### src/rtl/ysd_pkg.sv
// ----------------------------------------------------------------------------
// ysd_pkg
// Shared types, constants and helpers for the yEnc stream decoder.
// ----------------------------------------------------------------------------
package ysd_pkg;

  // Parser states
  typedef enum logic [4:0] {
    P_LINE, P_DOT, P_ENDM, P_Y, P_YKEY, P_DATA, P_ESC, P_STALL,
    P_BEGIN_KEYS, P_BEGIN_PART, P_BEGIN_LINE, P_BEGIN_SIZE, P_BEGIN_NAME,
    P_PART_KEYS, P_PART_BEGIN, P_PART_END,
    P_END_KEYS, P_END_SIZE, P_END_PART, P_END_PCRC, P_END_CRC
  } pstate_e;

  // Outcome of one byte inside a numeric field
  typedef enum logic [1:0] {
    DG_ACC,
    DG_BACK,
    DG_LINE
  } digit_e;

  // Keyword table indexes
  localparam int unsigned KW_NUM   = 11;
  localparam int unsigned K_YBEGIN = 0;
  localparam int unsigned K_PART   = 1;
  localparam int unsigned K_LINE   = 2;
  localparam int unsigned K_SIZE   = 3;
  localparam int unsigned K_NAME   = 4;
  localparam int unsigned K_YPART  = 5;
  localparam int unsigned K_BEGIN  = 6;
  localparam int unsigned K_END    = 7;
  localparam int unsigned K_YEND   = 8;
  localparam int unsigned K_PCRC   = 9;
  localparam int unsigned K_CRC    = 10;

  // Keyword text, right aligned, and length in bytes
  localparam logic [63:0] KW_TEXT [KW_NUM] = '{
    "=ybegin ", "part=", "line=", "size=", "name=", "=ypart ",
    "begin=", "end=", "=yend ", "pcrc32=", "crc32="
  };
  localparam int unsigned KW_LEN [KW_NUM] = '{8, 5, 5, 5, 5, 7, 6, 4, 6, 7, 6};

  // Characters
  localparam logic [7:0] CH_EQ  = 8'h3D;
  localparam logic [7:0] CH_DOT = 8'h2E;
  localparam logic [7:0] CH_CR  = 8'h0D;
  localparam logic [7:0] CH_LF  = 8'h0A;
  localparam logic [7:0] CH_Y   = 8'h79;
  localparam logic [7:0] CH_SP  = 8'h20;
  localparam logic [7:0] CH_TAB = 8'h09;
  localparam logic [7:0] CH_NUL = 8'h00;

  // Decode offsets: plain data and escaped data (42 + 64)
  localparam logic [7:0] DATA_OFFSET = 8'd42;
  localparam logic [7:0] ESC_OFFSET  = 8'd106;

  // CRC-32, reflected
  localparam logic [31:0] CRC_POLY = 32'hEDB88320;
  localparam logic [31:0] CRC_INIT = 32'hFFFFFFFF;

  // crc_status codes
  localparam logic [1:0] CRC_NONE  = 2'd0;
  localparam logic [1:0] CRC_MATCH = 2'd1;
  localparam logic [1:0] CRC_BAD   = 2'd2;

  localparam logic [23:0] CAP_RESET = 24'd1048576;

  // Queue between parser and output stage
  localparam int unsigned QDEPTH = 2;
  localparam int unsigned QPW    = $clog2(QDEPTH);
  localparam int unsigned QLW    = $clog2(QDEPTH + 1);

  // One parsed request, as handed to the output stage
  typedef struct packed {
    logic        emit;
    logic [7:0]  dbyte;
    logic [23:0] position;
    logic        eom;
    logic        trailer;
    logic        rdy;
    logic [31:0] line_len;
    logic [31:0] size_len;
    logic [31:0] pbegin;
    logic [31:0] pend;
    logic        have_pcrc;
    logic        have_fcrc;
    logic [31:0] pcrc;
    logic [31:0] fcrc;
  } ysd_rec_t;

  // Queue status
  typedef struct packed {
    logic           full;
    logic           empty;
    logic [QLW-1:0] level;
  } ysd_qstat_t;

  // Character j of keyword k
  function automatic logic [7:0] kw_char(int unsigned k, logic [2:0] j);
    logic [63:0] t;
    t = KW_TEXT[k] << {j, 3'b000};
    return t[8*KW_LEN[k]-1 -: 8];
  endfunction

  // Advance the CRC over one byte
  function automatic logic [31:0] crc32_byte(logic [31:0] crc, logic [7:0] b);
    logic [31:0] c;
    c = crc ^ {24'd0, b};
    for (int i = 0; i < 8; i++) begin
      c = c[0] ? ((c >> 1) ^ CRC_POLY) : (c >> 1);
    end
    return c;
  endfunction

endpackage

### src/rtl/ysd_parser.sv
// ----------------------------------------------------------------------------
// ysd_parser
// Front end: parses header/trailer lines, undoes dot-stuffing and yEnc coding.
// ----------------------------------------------------------------------------
module ysd_parser import ysd_pkg::*; #(
  parameter int unsigned NAME_BYTES    = 256,
  parameter int unsigned KEYWORD_BYTES = 16,
  parameter int unsigned POSITION_BITS = 24
) (
  input  logic        clk_i,
  input  logic        rst_ni,
  input  logic        fire_i,
  input  logic [7:0]  in_byte_i,
  input  logic [23:0] capacity_i,
  output ysd_rec_t    rec_o
);

  localparam int unsigned KCW = $clog2(KEYWORD_BYTES + 1);
  localparam int unsigned NCW = $clog2(NAME_BYTES);

  pstate_e                  state_q, state_d;
  logic [KCW-1:0]           kcnt_q, kcnt_d;
  logic [KW_NUM-1:0]        kmatch_q, kmatch_d;
  logic [NCW-1:0]           ncnt_q, ncnt_d;
  logic                     name0_q, name0_d;
  logic                     nonblank_q, nonblank_d;
  logic [31:0]              lp_q, lp_d;
  logic [POSITION_BITS-1:0] ecnt_q, ecnt_d;
  logic [31:0]              line_q, line_d, size_q, size_d;
  logic [31:0]              begin_q, begin_d, end_q, end_d;
  logic [31:0]              pcrc_q, pcrc_d, fcrc_q, fcrc_d;
  logic                     hp_q, hp_d, hf_q, hf_d;
  logic                     eom_q, eom_d, trl_q, trl_d;

  logic [7:0]        a;
  logic              a_eol, a_blank, a_digit, a_hex;
  logic [3:0]        a_dval, a_hval;
  logic [KCW-1:0]    kbase;
  logic [KW_NUM-1:0] k_hit, k_eol, k_full;
  logic              kw_eol, kw_more;
  logic              rdy_old, ok;
  logic [31:0]       lp_p1;
  logic              ge_q, ge_p1;
  logic              emit_req, emit;
  logic [7:0]        emit_val, ebyte;
  logic [31:0]       dec_line, dec_size, dec_begin, dec_end;
  digit_e            dg;

  // Byte classes
  always_comb begin
    a       = in_byte_i;
    a_eol   = (a == CH_CR) || (a == CH_LF);
    a_blank = (a == CH_SP) || (a == CH_TAB);
    a_digit = (a >= 8'h30) && (a <= 8'h39);
    a_dval  = 4'(a - 8'h30);
    a_hex   = a_digit || ((a >= 8'h41) && (a <= 8'h46)) || ((a >= 8'h61) && (a <= 8'h66));
    a_hval  = a_digit ? a_dval :
              (a <= 8'h46) ? 4'(a - 8'h37) : 4'(a - 8'h57);
    dg      = a_digit ? DG_ACC : (a_blank ? DG_BACK : DG_LINE);
  end

  // Decimal accumulate (times ten by shift and add)
  always_comb begin
    dec_line  = (line_q << 3) + (line_q << 1) + {28'd0, a_dval};
    dec_size  = (size_q << 3) + (size_q << 1) + {28'd0, a_dval};
    dec_begin = (begin_q << 3) + (begin_q << 1) + {28'd0, a_dval};
    dec_end   = (end_q << 3) + (end_q << 1) + {28'd0, a_dval};
  end

  // Incremental keyword match against every table entry
  always_comb begin
    kbase = ((state_q == P_LINE) || (kcnt_q >= KCW'(KEYWORD_BYTES))) ? '0 : kcnt_q;
    for (int k = 0; k < KW_NUM; k++) begin
      logic prev, lt;
      prev      = (kbase == '0) ? 1'b1 : kmatch_q[k];
      lt        = (32'(kbase) < KW_LEN[k]);
      k_hit[k]  = prev && lt && (a == kw_char(k, kbase[2:0]));
      k_eol[k]  = prev && lt && a_eol;
      k_full[k] = k_hit[k] && (32'(kbase) + 32'd1 == KW_LEN[k]);
    end
    kw_eol  = |k_eol;
    kw_more = |k_hit;
  end

  // Emission gate and line position compares
  always_comb begin
    rdy_old = (line_q != '0) && (size_q != '0) && name0_q;
    ok      = !trl_q && (32'(ecnt_q) < 32'(capacity_i)) && (ecnt_q != '1);
    lp_p1   = lp_q + 32'd1;
    ge_q    = (lp_q >= line_q);
    ge_p1   = (lp_p1 >= line_q);
  end

  // Next state
  always_comb begin
    state_d    = state_q;
    kcnt_d     = kcnt_q;
    kmatch_d   = kmatch_q;
    ncnt_d     = ncnt_q;
    name0_d    = name0_q;
    nonblank_d = nonblank_q;
    lp_d       = lp_q;
    ecnt_d     = ecnt_q;
    line_d     = line_q;
    size_d     = size_q;
    begin_d    = begin_q;
    end_d      = end_q;
    pcrc_d     = pcrc_q;
    fcrc_d     = fcrc_q;
    hp_d       = hp_q;
    hf_d       = hf_q;
    eom_d      = eom_q;
    trl_d      = trl_q;
    emit_req   = 1'b0;
    emit_val   = a - DATA_OFFSET;

    case (state_q)
      P_DOT: begin
        if (a == CH_DOT) begin
          emit_req = 1'b1;
          state_d  = P_DATA;
        end else if (a == CH_CR) begin
          state_d = P_ENDM;
        end else begin
          state_d = P_LINE;
        end
      end
      P_ENDM: begin
        if (a == CH_LF) eom_d = 1'b1;
        state_d = P_LINE;
      end
      P_Y: begin
        if (a == CH_Y) begin
          state_d  = P_YKEY;
          kcnt_d   = kbase + 1'b1;
          kmatch_d = k_hit;
        end else if (rdy_old) begin
          emit_req = 1'b1;
          emit_val = a - ESC_OFFSET;
          state_d  = P_DATA;
        end else begin
          state_d = P_LINE;
        end
      end
      P_YKEY: begin
        kcnt_d   = kbase + 1'b1;
        kmatch_d = k_hit;
        if (kw_eol) begin
          state_d = P_LINE;
        end else if (k_full[K_YBEGIN]) begin
          state_d = P_BEGIN_KEYS;
          kcnt_d  = '0;
        end else if (k_full[K_YPART]) begin
          state_d = P_PART_KEYS;
          kcnt_d  = '0;
        end else if (k_full[K_YEND]) begin
          state_d = P_END_KEYS;
          kcnt_d  = '0;
        end else if (!kw_more || (|k_full)) begin
          kcnt_d = '0;
        end
      end
      P_DATA: begin
        if (!rdy_old) begin
          state_d = P_LINE;
        end else if (a == CH_EQ) begin
          lp_d    = lp_p1;
          state_d = ge_p1 ? P_STALL : P_ESC;
        end else if (a_eol) begin
          state_d = P_LINE;
        end else begin
          emit_req = 1'b1;
          state_d  = (ge_q || (ok ? ge_p1 : ge_q)) ? P_LINE : P_DATA;
        end
      end
      P_ESC: begin
        if (!ge_q) begin
          emit_req = 1'b1;
          emit_val = a - ESC_OFFSET;
          state_d  = (ok && ge_p1) ? P_LINE : P_DATA;
        end else begin
          state_d = P_STALL;
        end
      end
      P_STALL: begin
        if (a_eol) begin
          lp_d = '0;
        end else if (a != CH_Y) begin
          emit_req = 1'b1;
          emit_val = a - ESC_OFFSET;
          state_d  = P_DATA;
          lp_d     = lp_p1;
        end else begin
          state_d = P_LINE;
        end
      end
      P_BEGIN_KEYS: begin
        eom_d    = 1'b0;
        trl_d    = 1'b0;
        kcnt_d   = kbase + 1'b1;
        kmatch_d = k_hit;
        if (kw_eol) begin
          state_d = P_LINE;
        end else if (k_full[K_PART]) begin
          state_d = P_BEGIN_PART;
        end else if (k_full[K_LINE]) begin
          line_d  = '0;
          state_d = P_BEGIN_LINE;
        end else if (k_full[K_SIZE]) begin
          size_d  = '0;
          state_d = P_BEGIN_SIZE;
        end else if (k_full[K_NAME]) begin
          ncnt_d     = '0;
          name0_d    = 1'b0;
          nonblank_d = 1'b0;
          state_d    = P_BEGIN_NAME;
        end else if (|k_full) begin
          state_d = P_LINE;
        end else if (!kw_more) begin
          kcnt_d = '0;
        end
      end
      P_BEGIN_PART, P_END_PART, P_END_SIZE: begin
        // values of these fields are never reported; only the flow matters
        kcnt_d = '0;
        if (dg == DG_BACK) begin
          state_d = (state_q == P_BEGIN_PART) ? P_BEGIN_KEYS : P_END_KEYS;
        end else if (dg == DG_LINE) begin
          state_d = P_LINE;
        end
      end
      P_BEGIN_LINE, P_BEGIN_SIZE, P_PART_BEGIN, P_PART_END: begin
        kcnt_d = '0;
        case (dg)
          DG_ACC: begin
            case (state_q)
              P_BEGIN_LINE: line_d  = dec_line;
              P_BEGIN_SIZE: size_d  = dec_size;
              P_PART_BEGIN: begin_d = dec_begin;
              default:      end_d   = dec_end;
            endcase
          end
          DG_BACK: begin
            state_d = ((state_q == P_PART_BEGIN) || (state_q == P_PART_END)) ?
                      P_PART_KEYS : P_BEGIN_KEYS;
          end
          default: state_d = P_LINE;
        endcase
      end
      P_BEGIN_NAME: begin
        kcnt_d = '0;
        // closing a name: an all-blank name becomes empty, any other counts as present
        if (ncnt_q >= NCW'(NAME_BYTES - 1)) begin
          name0_d = nonblank_q;
          state_d = P_BEGIN_KEYS;
        end else if (a_eol || (a == CH_NUL)) begin
          ncnt_d  = ncnt_q + 1'b1;
          name0_d = nonblank_q;
          state_d = P_LINE;
        end else begin
          ncnt_d     = ncnt_q + 1'b1;
          name0_d    = 1'b1;
          nonblank_d = nonblank_q | !a_blank;
        end
      end
      P_PART_KEYS: begin
        kcnt_d   = kbase + 1'b1;
        kmatch_d = k_hit;
        if (kw_eol) begin
          state_d = P_LINE;
        end else if (k_full[K_BEGIN]) begin
          begin_d = '0;
          state_d = P_PART_BEGIN;
        end else if (k_full[K_END]) begin
          end_d   = '0;
          state_d = P_PART_END;
        end else if (|k_full) begin
          state_d = P_LINE;
        end else if (!kw_more) begin
          kcnt_d = '0;
        end
      end
      P_END_KEYS: begin
        trl_d    = 1'b1;
        kcnt_d   = kbase + 1'b1;
        kmatch_d = k_hit;
        if (kw_eol) begin
          state_d = P_LINE;
        end else if (k_full[K_PART]) begin
          state_d = P_END_PART;
        end else if (k_full[K_SIZE]) begin
          state_d = P_END_SIZE;
        end else if (k_full[K_CRC]) begin
          fcrc_d  = '0;
          state_d = P_END_CRC;
        end else if (k_full[K_PCRC]) begin
          pcrc_d  = '0;
          state_d = P_END_PCRC;
        end else if (|k_full) begin
          state_d = P_LINE;
        end else if (!kw_more) begin
          kcnt_d = '0;
        end
      end
      P_END_CRC, P_END_PCRC: begin
        kcnt_d = '0;
        if (state_q == P_END_CRC) hf_d = 1'b1;
        else                      hp_d = 1'b1;
        if (a_hex) begin
          if (state_q == P_END_CRC) fcrc_d = {fcrc_q[27:0], a_hval};
          else                      pcrc_d = {pcrc_q[27:0], a_hval};
        end else if (a_blank) begin
          state_d = P_END_KEYS;
        end else begin
          state_d = P_LINE;
        end
      end
      default: begin
        // start of line
        lp_d = '0;
        if (a == CH_EQ) begin
          kcnt_d   = kbase + 1'b1;
          kmatch_d = k_hit;
          state_d  = P_Y;
          lp_d     = 32'd1;
        end else if (a == CH_DOT) begin
          state_d = P_DOT;
        end else if (a_eol) begin
          state_d = P_LINE;
        end else if (rdy_old) begin
          emit_req = 1'b1;
          state_d  = P_DATA;
        end else begin
          state_d = P_LINE;
        end
      end
    endcase

    // Emit when below capacity and before the trailer
    emit  = emit_req && ok;
    ebyte = emit ? emit_val : 8'd0;
    if (emit) begin
      ecnt_d = ecnt_q + 1'b1;
      lp_d   = lp_d + 32'd1;
    end

    if (kcnt_d >= KCW'(KEYWORD_BYTES)) kcnt_d = '0;
  end

  // Request to the queue
  always_comb begin
    rec_o.emit      = emit;
    rec_o.dbyte     = ebyte;
    rec_o.position  = 24'(ecnt_d);
    rec_o.eom       = eom_d;
    rec_o.trailer   = trl_d;
    rec_o.rdy       = (line_d != '0) && (size_d != '0) && name0_d;
    rec_o.line_len  = line_d;
    rec_o.size_len  = size_d;
    rec_o.pbegin    = begin_d;
    rec_o.pend      = end_d;
    rec_o.have_pcrc = hp_d;
    rec_o.have_fcrc = hf_d;
    rec_o.pcrc      = pcrc_d;
    rec_o.fcrc      = fcrc_d;
  end

  // State registers
  always_ff @(posedge clk_i or negedge rst_ni) begin
    if (!rst_ni) begin
      state_q    <= P_LINE;
      kcnt_q     <= '0;
      kmatch_q   <= '0;
      ncnt_q     <= '0;
      name0_q    <= 1'b0;
      nonblank_q <= 1'b0;
      lp_q       <= '0;
      ecnt_q     <= '0;
      line_q     <= '0;
      size_q     <= '0;
      begin_q    <= '0;
      end_q      <= '0;
      pcrc_q     <= '0;
      fcrc_q     <= '0;
      hp_q       <= 1'b0;
      hf_q       <= 1'b0;
      eom_q      <= 1'b0;
      trl_q      <= 1'b0;
    end else if (fire_i) begin
      state_q    <= state_d;
      kcnt_q     <= kcnt_d;
      kmatch_q   <= kmatch_d;
      ncnt_q     <= ncnt_d;
      name0_q    <= name0_d;
      nonblank_q <= nonblank_d;
      lp_q       <= lp_d;
      ecnt_q     <= ecnt_d;
      line_q     <= line_d;
      size_q     <= size_d;
      begin_q    <= begin_d;
      end_q      <= end_d;
      pcrc_q     <= pcrc_d;
      fcrc_q     <= fcrc_d;
      hp_q       <= hp_d;
      hf_q       <= hf_d;
      eom_q      <= eom_d;
      trl_q      <= trl_d;
    end
  end

endmodule

### src/rtl/ysd_fifo.sv
// ----------------------------------------------------------------------------
// ysd_fifo
// Short request queue between the parser and the output stage.
// ----------------------------------------------------------------------------
module ysd_fifo import ysd_pkg::*; (
  input  logic       clk_i,
  input  logic       rst_ni,
  input  logic       push_i,
  input  ysd_rec_t   rec_i,
  input  logic       pop_i,
  output ysd_rec_t   rec_o,
  output ysd_qstat_t stat_o
);

  ysd_rec_t       mem_q [QDEPTH];
  logic [QPW-1:0] wptr_q, wptr_d, rptr_q, rptr_d;
  logic [QLW-1:0] level_q, level_d;

  // Pointer and level update
  always_comb begin
    wptr_d  = wptr_q;
    rptr_d  = rptr_q;
    level_d = level_q;
    if (push_i) begin
      wptr_d = (32'(wptr_q) == QDEPTH - 1) ? '0 : wptr_q + 1'b1;
    end
    if (pop_i) begin
      rptr_d = (32'(rptr_q) == QDEPTH - 1) ? '0 : rptr_q + 1'b1;
    end
    if (push_i && !pop_i)      level_d = level_q + 1'b1;
    else if (pop_i && !push_i) level_d = level_q - 1'b1;
  end

  always_ff @(posedge clk_i or negedge rst_ni) begin
    if (!rst_ni) begin
      wptr_q  <= '0;
      rptr_q  <= '0;
      level_q <= '0;
    end else begin
      wptr_q  <= wptr_d;
      rptr_q  <= rptr_d;
      level_q <= level_d;
    end
  end

  // Entry storage
  always_ff @(posedge clk_i) begin
    if (push_i) mem_q[wptr_q] <= rec_i;
  end

  assign rec_o        = mem_q[rptr_q];
  assign stat_o.full  = (level_q == QLW'(QDEPTH));
  assign stat_o.empty = (level_q == '0);
  assign stat_o.level = level_q;

endmodule

### src/rtl/ysd_back.sv
// ----------------------------------------------------------------------------
// ysd_back
// Back end: running CRC-32 over emitted bytes and the result register.
// ----------------------------------------------------------------------------
module ysd_back import ysd_pkg::*; (
  input  logic       clk_i,
  input  logic       rst_ni,
  input  ysd_qstat_t qstat_i,
  input  ysd_rec_t   rec_i,
  output logic       pop_o,
  input  logic       out_ready_i,
  output logic       out_valid_o,
  output ysd_rec_t   out_rec_o,
  output logic [1:0] crc_status_o
);

  logic [31:0] crc_q, crc_d, fin;
  logic        valid_q, valid_d;
  ysd_rec_t    rec_q;
  logic [1:0]  status_q, status_d;

  // Take a request when the result register is free or being drained
  assign pop_o = !qstat_i.empty && (!valid_q || out_ready_i);

  // CRC update and match check
  always_comb begin
    crc_d = rec_i.emit ? crc32_byte(crc_q, rec_i.dbyte) : crc_q;
    fin   = crc_d ^ CRC_INIT;
    if (!rec_i.have_pcrc && !rec_i.have_fcrc) begin
      status_d = CRC_NONE;
    end else if ((rec_i.have_pcrc && (fin != rec_i.pcrc)) ||
                 (rec_i.have_fcrc && (fin != rec_i.fcrc))) begin
      status_d = CRC_BAD;
    end else begin
      status_d = CRC_MATCH;
    end
    valid_d = pop_o ? 1'b1 : (valid_q && !out_ready_i);
  end

  always_ff @(posedge clk_i or negedge rst_ni) begin
    if (!rst_ni) begin
      crc_q   <= CRC_INIT;
      valid_q <= 1'b0;
    end else begin
      valid_q <= valid_d;
      if (pop_o) crc_q <= crc_d;
    end
  end

  // Result payload
  always_ff @(posedge clk_i) begin
    if (pop_o) begin
      rec_q    <= rec_i;
      status_q <= status_d;
    end
  end

  assign out_valid_o  = valid_q;
  assign out_rec_o    = rec_q;
  assign crc_status_o = status_q;

endmodule

### src/rtl/yenc_stream_decoder.sv
// ----------------------------------------------------------------------------
// yenc_stream_decoder
// Byte-serial yEnc article decoder with running CRC-32.
// ----------------------------------------------------------------------------
// Takes one article byte per cycle while the queue is not full and returns
// one result per byte, through the queue and then the result register. The
// rate is set by the parser, which updates its line state and keyword
// matches as each byte is accepted; a two-entry queue and a result register
// let the input and output sides stall independently. out_capacity may only
// be written while no request is in flight.
module yenc_stream_decoder import ysd_pkg::*; #(
  parameter int unsigned NAME_BYTES    = 256,
  parameter int unsigned KEYWORD_BYTES = 16,
  parameter int unsigned POSITION_BITS = 24
) (
  input  logic        clk_i,
  input  logic        rst_ni,
  input  logic        out_capacity_we_i,
  input  logic [23:0] out_capacity_i,
  input  logic        in_valid_i,
  output logic        in_ready_o,
  input  logic [7:0]  in_byte_i,
  output logic        out_valid_o,
  input  logic        out_ready_i,
  output logic        data_valid_o,
  output logic [7:0]  data_byte_o,
  output logic [23:0] out_position_o,
  output logic        end_of_message_o,
  output logic        trailer_seen_o,
  output logic        decoder_ready_o,
  output logic [31:0] line_length_o,
  output logic [31:0] declared_size_o,
  output logic [31:0] part_begin_o,
  output logic [31:0] part_end_o,
  output logic [1:0]  crc_status_o
);

  logic [23:0] cap_q;
  logic        fire, pop;
  ysd_rec_t    front_rec, q_rec, out_rec;
  ysd_qstat_t  qstat;

  // Capacity register
  always_ff @(posedge clk_i or negedge rst_ni) begin
    if (!rst_ni) cap_q <= CAP_RESET;
    else if (out_capacity_we_i) cap_q <= out_capacity_i;
  end

  assign in_ready_o = !qstat.full;
  assign fire       = in_valid_i && in_ready_o;

  ysd_parser #(
    .NAME_BYTES    (NAME_BYTES),
    .KEYWORD_BYTES (KEYWORD_BYTES),
    .POSITION_BITS (POSITION_BITS)
  ) u_parser (
    .clk_i      (clk_i),
    .rst_ni     (rst_ni),
    .fire_i     (fire),
    .in_byte_i  (in_byte_i),
    .capacity_i (cap_q),
    .rec_o      (front_rec)
  );

  ysd_fifo u_fifo (
    .clk_i  (clk_i),
    .rst_ni (rst_ni),
    .push_i (fire),
    .rec_i  (front_rec),
    .pop_i  (pop),
    .rec_o  (q_rec),
    .stat_o (qstat)
  );

  ysd_back u_back (
    .clk_i        (clk_i),
    .rst_ni       (rst_ni),
    .qstat_i      (qstat),
    .rec_i        (q_rec),
    .pop_o        (pop),
    .out_ready_i  (out_ready_i),
    .out_valid_o  (out_valid_o),
    .out_rec_o    (out_rec),
    .crc_status_o (crc_status_o)
  );

  // Result fields
  assign data_valid_o     = out_rec.emit;
  assign data_byte_o      = out_rec.dbyte;
  assign out_position_o   = out_rec.position;
  assign end_of_message_o = out_rec.eom;
  assign trailer_seen_o   = out_rec.trailer;
  assign decoder_ready_o  = out_rec.rdy;
  assign line_length_o    = out_rec.line_len;
  assign declared_size_o  = out_rec.size_len;
  assign part_begin_o     = out_rec.pbegin;
  assign part_end_o       = out_rec.pend;

`ifndef SYNTHESIS
  // an emitted byte always advances the position past zero
  assert property (@(posedge clk_i) disable iff (!rst_ni)
    out_valid_o && data_valid_o |-> out_position_o != 24'd0)
    else $error("emitted byte with zero position");

  // queue level never exceeds its depth
  assert property (@(posedge clk_i) disable iff (!rst_ni)
    32'(qstat.level) <= QDEPTH)
    else $error("queue overflow");

  // a popped request is presented in the next cycle
  assert property (@(posedge clk_i) disable iff (!rst_ni)
    pop |=> out_valid_o)
    else $error("popped request not presented");
`endif

endmodule
### config.mk
export PLATFORM = sky130hd
export DESIGN_NAME = yenc_stream_decoder
export DESIGN_NICKNAME = d
export VERILOG_FILES = /design/src/rtl/ysd_pkg.sv /design/src/rtl/ysd_parser.sv /design/src/rtl/ysd_fifo.sv /design/src/rtl/ysd_back.sv /design/src/rtl/yenc_stream_decoder.sv
export SDC_FILE = /design/constraint.sdc
export NUM_CORES = 2
export LEC_CHECK = 0
export ABC_AREA = 0
export CORE_ASPECT_RATIO = 1.25
export CORE_MARGIN = 8
export CORE_UTILIZATION = 40
export CTS_CLUSTER_DIAMETER = 100
export DETAILED_ROUTE_END_ITERATION = 12
export DONT_BUFFER_PORTS = 1
export SETUP_SLACK_MARGIN = 0.3
export SYNTH_ARGS = -nofsm -noshare
export SYNTH_HDL_FRONTEND = slang
export SYNTH_HIERARCHICAL = 1
export SYNTH_SLANG_ARGS = --single-unit
### constraint.sdc
create_clock -name clk_i -period 14.09 [get_ports clk_i]
set_input_delay 2.818 -clock clk_i [delete_from_list [all_inputs] [get_ports clk_i]]
set_output_delay 2.818 -clock clk_i [all_outputs]
set_load 0.005 [all_outputs]
=== Yosys cells after proc, flatten, opt, wreduce, memory -nomap -nowiden ===
Memory sizes are Yosys's and may differ from the RTL's.
Index checks and enable logic that the tools add are counted.

* Input port bits: 37
* Bits in writable memories: 460
* Output and inout bits: 168
* Memories: 1
* Flip-flop bits (word level): 510

{| class="wikitable"
|+ Memories
! memory !! words !! bits a word !! rd ports !! clocked after Yosys merged registers in !! write ports !! line !! text
|-
| u_fifo.mem_q || 2 || 230 || 1 || 0 || 1 || ysd_fifo.sv:15 || <nowiki>ysd_rec_t mem_q [QDEPTH];</nowiki>
|}

* Bitwise logic cells: 12
* Mux-type cells: 202
* Add/subtract/negate cells: 23
* Magnitude comparators: 17
* Shift operators: 11
* Equality and inequality tests: 64
* Reduce and logical (&&, ||, !) cells: 114

{| class="wikitable"
|+ Operator list
! cell !! number
|-
| 32-bit two-way mux || 47
|-
| 32-bit case mux with 2 select lines || 6
|-
| 5-bit two-way mux || 59
|-
| 39-bit by 6-bit << shifter with 40-bit output (first input constant) || 4
|-
| 32-bit adder || 4
|-
| 32-bit by 4-bit adder with 32-bit output || 4
|-
| 32-bit by 3-bit equality test with 1-bit output (second input constant) || 4
|-
| 32-bit nonzero test || 4
|-
| 13-bit NOT with 14-bit output || 8
|-
| 8-bit two-way mux || 12
|-
| 32-bit case mux with 3 select lines || 1
|-
| 47-bit by 6-bit << shifter with 48-bit output (first input constant) || 2
|-
| 8-bit equality test || 11
|-
| 5-bit case mux with 14 select lines || 1
|-
| 32-bit by 1-bit adder with 32-bit output (second input constant) || 2
|-
| 32-bit greater-or-equal comparator || 2
|-
| 32-bit != test || 2
|-
| 62-bit by 6-bit << shifter with 64-bit output (first input constant) || 1
|-
| 1-bit logical AND || 63
|-
| 54-bit by 6-bit << shifter with 56-bit output (first input constant) || 1
|-
| 55-bit by 6-bit << shifter with 56-bit output (first input constant) || 1
|-
| 1-bit two-way mux || 50
|-
| 46-bit by 6-bit << shifter with 48-bit output (first input constant) || 1
|-
| 5-bit by 4-bit equality test with 1-bit output (second input constant) || 8
|-
| other kinds (72) || 145
|}

=== Depth between registers and ports, before layout ===
An unclocked memory read counts as a cell.

* Word-level depth: 24
* Depth in mapped cells: 23

=== Modules after synthesis ===
The synthesis kept the hierarchy.

{| class="wikitable"
|+ Modules (own cells, without submodules)
! module !! cells each !! area an instance (um^2) !! times used
|-
| ysd_parser || 3474 || 28832.7 || 1
|-
| ysd_fifo || 732 || 17616.9 || 1
|-
| ysd_back || 595 || 10657.7 || 1
|-
| yenc_stream_decoder || 53 || 1008.5 || 1
|}

=== Worst setup path before layout ===
No wires, ideal clock.

* Kind: input to register
* From: in in_valid_i
* To: mem u_fifo/mem_q[0][0] in the netlist's numbering, enable pin
* Buffers on the path: 0
* Required time: 13238 ps
* Library setup time: 852 ps
* Setup slack: -60 ps
* Arrival: 13298 ps
* Cell stages on the path: 2
* Path through: nor2b_1 nor2b_1

* Word-level cells in the longest chain between the ends: 3

{| class="wikitable"
|+ Ends and longest elaborated chain
! item !! line !! text
|-
| start, declared || yenc_stream_decoder.sv:20 || <nowiki>input logic in_valid_i,</nowiki>
|-
| 1-bit logical AND || yenc_stream_decoder.sv:50 || <nowiki>assign fire = in_valid_i && in_ready_o;</nowiki>
|-
| 1-bit two-way mux || ysd_fifo.sv:48 || <nowiki>if (push_i) mem_q[wptr_q] <= rec_i;</nowiki>
|-
| 1-bit two-way mux (implied by the code) || ysd_fifo.sv:48 ||
|-
| end, declared || ysd_fifo.sv:15 ||
|}

No other way between the ends.

==> flow_summary.yaml <==
timing:
  slew_headroom_pct: 23.0
  clock_skew_ns: 0.0280
  fmax_mhz: 140
  setup_violations: 0
  min_period_ns: 7.16
  tns_ns: 0
  hold_viol: 0
  fin_crit_sh_pct: 50.8
  drv_slew: 0
  worst_slew_pin_slew_ns: 1.14
  rsz0062_at_grt: "no"
floorplan:
  rows: 153
  boundaryPins: 205
  die_w_um: 351
  dieArea_um2: 153000
  coreArea_um2: 139000
  chipHeight_um: 435
  start_util_pct: 40.3
setup_path:
  cp-end-kind: "flop"
  cp.arrival_ns: 7.63
  worstSetupPathType: "reg2reg"
  critPathMaxFanout: 35
  path_cells: "nor3_2 -> buf_4 -> a21oi_2 -> nand2_1 -> ha_1 -> buf_4 -> and2_0 -> or3_1 -> o311a_1 -> or4_4 -> nor3_2 -> o31ai_1 -> nor4_1 -> nand4_1 -> or4_1 -> nor4b_2 -> a211oi_1"
  slowest_stage: "dfrtp_1"
  r2r_setup_slack_ns: 6.93
  critPathTopFamily: "simple AND/OR/NAND/NOR gates"
  r2r_start: "u_parser/state_q[3]"
  startpoint: "u_parser/state_q[3]"
  max_stage_delay_ns: 0.78
  cp-start-kind: "flop"
  path_buf_inv: 2
  worstPathRequired_ns: 14.56
  reg2reg_to: "u_fifo/mem_q[0][194]"
  reg2regPathDepth: 17
finish:
  stdcell_area_um2: 61200
  syn_to_final_growth_pct: 9.09
  finalNetCount: 5096
  multi_input_area_um2: 27000
  seq_area_um2: 27500
  n_fill_cell: 12900
  drive_gt1_share_pct: 16.0
clock_network:
  htreeDepth: 3
  cts-root-buf: "clkbuf_16"
  path_clk_slew_ns: 0.06
  cts_buffer_depth: 3
  cts_tree: "built"
  postCtsHoldBufs: 0
  cts_setup_buffers: 0
  clk_latency_ns: 0.74
  clock_sinks: 970
  post_cts_resized: 0
  cts_buffers: 103
global_route:
  grtUsageTotal_pct: 19.8
  grt_pass1_wl_um: 238000
  grt_start_max_net_pins: 345
  antenna_found_initial: 4
  grt_pass1_vias: 38300
  overflow: 0
worst_hold_path:
  hold-path-cell-count: 1
  worstHoldPathType: "reg2reg"
  hold_start: "u_parser/hf_q"
  worstHoldEndpoint: "u_parser/hf_q"
drt:
  drtIter0Drc: 3229
  vias_per_cell: 5.75
  num_vias: 38300
  drc_errors: 0
  detail_route.first_pass.iterations: 7
  wl_um: 155000
  drtAntennaViolNets: 0
  wl_per_cell_um: 23.2
yosys:
  syn_area_um2: 56100
  syn-num-nets: 5171
  synthCells: 4788
  ys_warn_count: 6
  syn_area_per_cell_um2: 11.7
outcome:
  status: "complete, no violations"
run:
  maxCapViolCount: 0
placed_design:
  dp_hpwl_um: 107000
  gp_congestion: 0.945
  placed_cell_area_um2: 57800
  io_buffers: 0
pwr:
  p_total_mw: 13.6
  p_leak_nw: 25.1
  power_density_nw_per_um2: 223
  ir_worst_vdd_mv: 0.170
## through the flow
stage               setup slack (ns)  cells  hold slack (ns)  utilization (%)
floorplan                       4.39   4788            0.420                -
global placement                6.77   6468            0.432             41.5
detailed placement              6.68   6468            0.441             41.5
CTS                             6.85   6664            0.455             44.0
global route                    6.45   6665            0.473             44.0
finish                          6.93   6665            0.455             44.0
## per-layer routing
| layer | GRT usage, % | share of wire, % | vias up |
|---|---|---|---|
| met5 | 0 | 0 | - |
| met4 | 7.89 | 3.9 | 0 |
| met3 | 3.09 | 5.5 | 294 |
| met2 | 32.6 | 48 | 1198 |
| met1 | 26.1 | 43 | 19100 |
| li1 | - | - | 17700 |
## worst max path at each step
| stage | slack, ns | endpoint | cells past startpoint |
|---|---|---|---|
| after global placement | 6.77 | u_fifo/mem_q[0][194] | 13 |
| final | 6.93 | u_fifo/mem_q[0][194] | 17 |
| after floorplan | 4.39 | u_fifo/mem_q[0][0] | 2 |
| after global routing | 6.45 | u_fifo/mem_q[0][194] | 18 |
| after CTS | 6.85 | u_fifo/mem_q[0][194] | 18 |
| after detailed placement | 6.68 | u_parser/lp_q[25] | 14 |
## layout make-up
type / count / share of cell area [%]
multi-input combinational: 3437 / 44.1
inverter: 150 / 0.932
clock inverter: 57 / 1.02
tap: 1860 / 3.80
antenna: 1 / 0.00409
timing repair buffer: 51 / 0.707
sequential: 970 / 44.8
clock buffer: 139 / 4.64
## cell usage in the layout, fill, tap and decap left out, types with 15 or more instances in the layout
| cell type | count |
|---|---|
| dfrtp_1 | 310 |
| nand3_1 | 118 |
| mux2_2 | 214 |
| a22oi_1 | 20 |
| mux2i_1 | 32 |
| o21a_1 | 38 |
| dfstp_2 | 33 |
| a21o_1 | 83 |
| o21ai_0 | 277 |
| nand2_1 | 411 |
| nor2b_1 | 26 |
| a21oi_1 | 212 |
| a31oi_1 | 26 |
| o31ai_1 | 25 |
| xnor2_1 | 225 |
| or3_1 | 27 |
| clkbuf_16 | 103 |
| ha_1 | 338 |
| buf_4 | 47 |
| o211ai_1 | 26 |
| or2_2 | 20 |
| nor3_1 | 89 |
| a22o_1 | 73 |
| clkinv_2 | 15 |
| xor2_1 | 111 |
| nor2_1 | 250 |
| clkbuf_1 | 23 |
| and3_1 | 34 |
| a32o_1 | 19 |
| inv_1 | 145 |
| nand4_1 | 51 |
| nor4_1 | 41 |
| a211oi_1 | 25 |
| a221oi_1 | 15 |
| mux2_4 | 210 |
| edfxtp_1 | 626 |
| o22ai_1 | 33 |
| nand2b_1 | 51 |
## power by group
part / internal, mW / total [mW] / switching, mW
clock: 1.57 / 2.77 / 1.20
combinational: 2.56 / 6.27 / 3.71
sequential: 4.04 / 4.59 / 0.548
total: 8.18 / 13.6 / 5.46
## worst reg2reg max path, stage by stage (launching register included)
cell and delay, ns:
dfrtp_1 0.78, nor3_2 0.11, buf_4 0.24, a21oi_2 0.76
nand2_1 0.39, ha_1 0.29, buf_4 0.26, and2_0 0.35
or3_1 0.35, o311a_1 0.34, or4_4 0.48, nor3_2 0.69
o31ai_1 0.26, nor4_1 0.47, nand4_1 0.22, or4_1 0.52
nor4b_2 0.27, a211oi_1 0.12
## sequential cells by signal, indices dropped and copies added, names as in the netlist, 2 cells and up
register             count
cap_q                   24
u_back/crc_q            32
u_back/crc_status_o      2
u_back/out_rec_o       164
u_fifo/level_q           2
u_fifo/mem_q           460
u_parser/begin_q        32
u_parser/ecnt_q         24
u_parser/end_q          32
u_parser/fcrc_q         32
u_parser/kcnt_q          5
u_parser/kmatch_q       11
u_parser/line_q         32
u_parser/lp_q           32
u_parser/ncnt_q          8
u_parser/pcrc_q         32
u_parser/size_q         32
u_parser/state_q         5
Note: power is estimated with default switching activity, not from simulation.
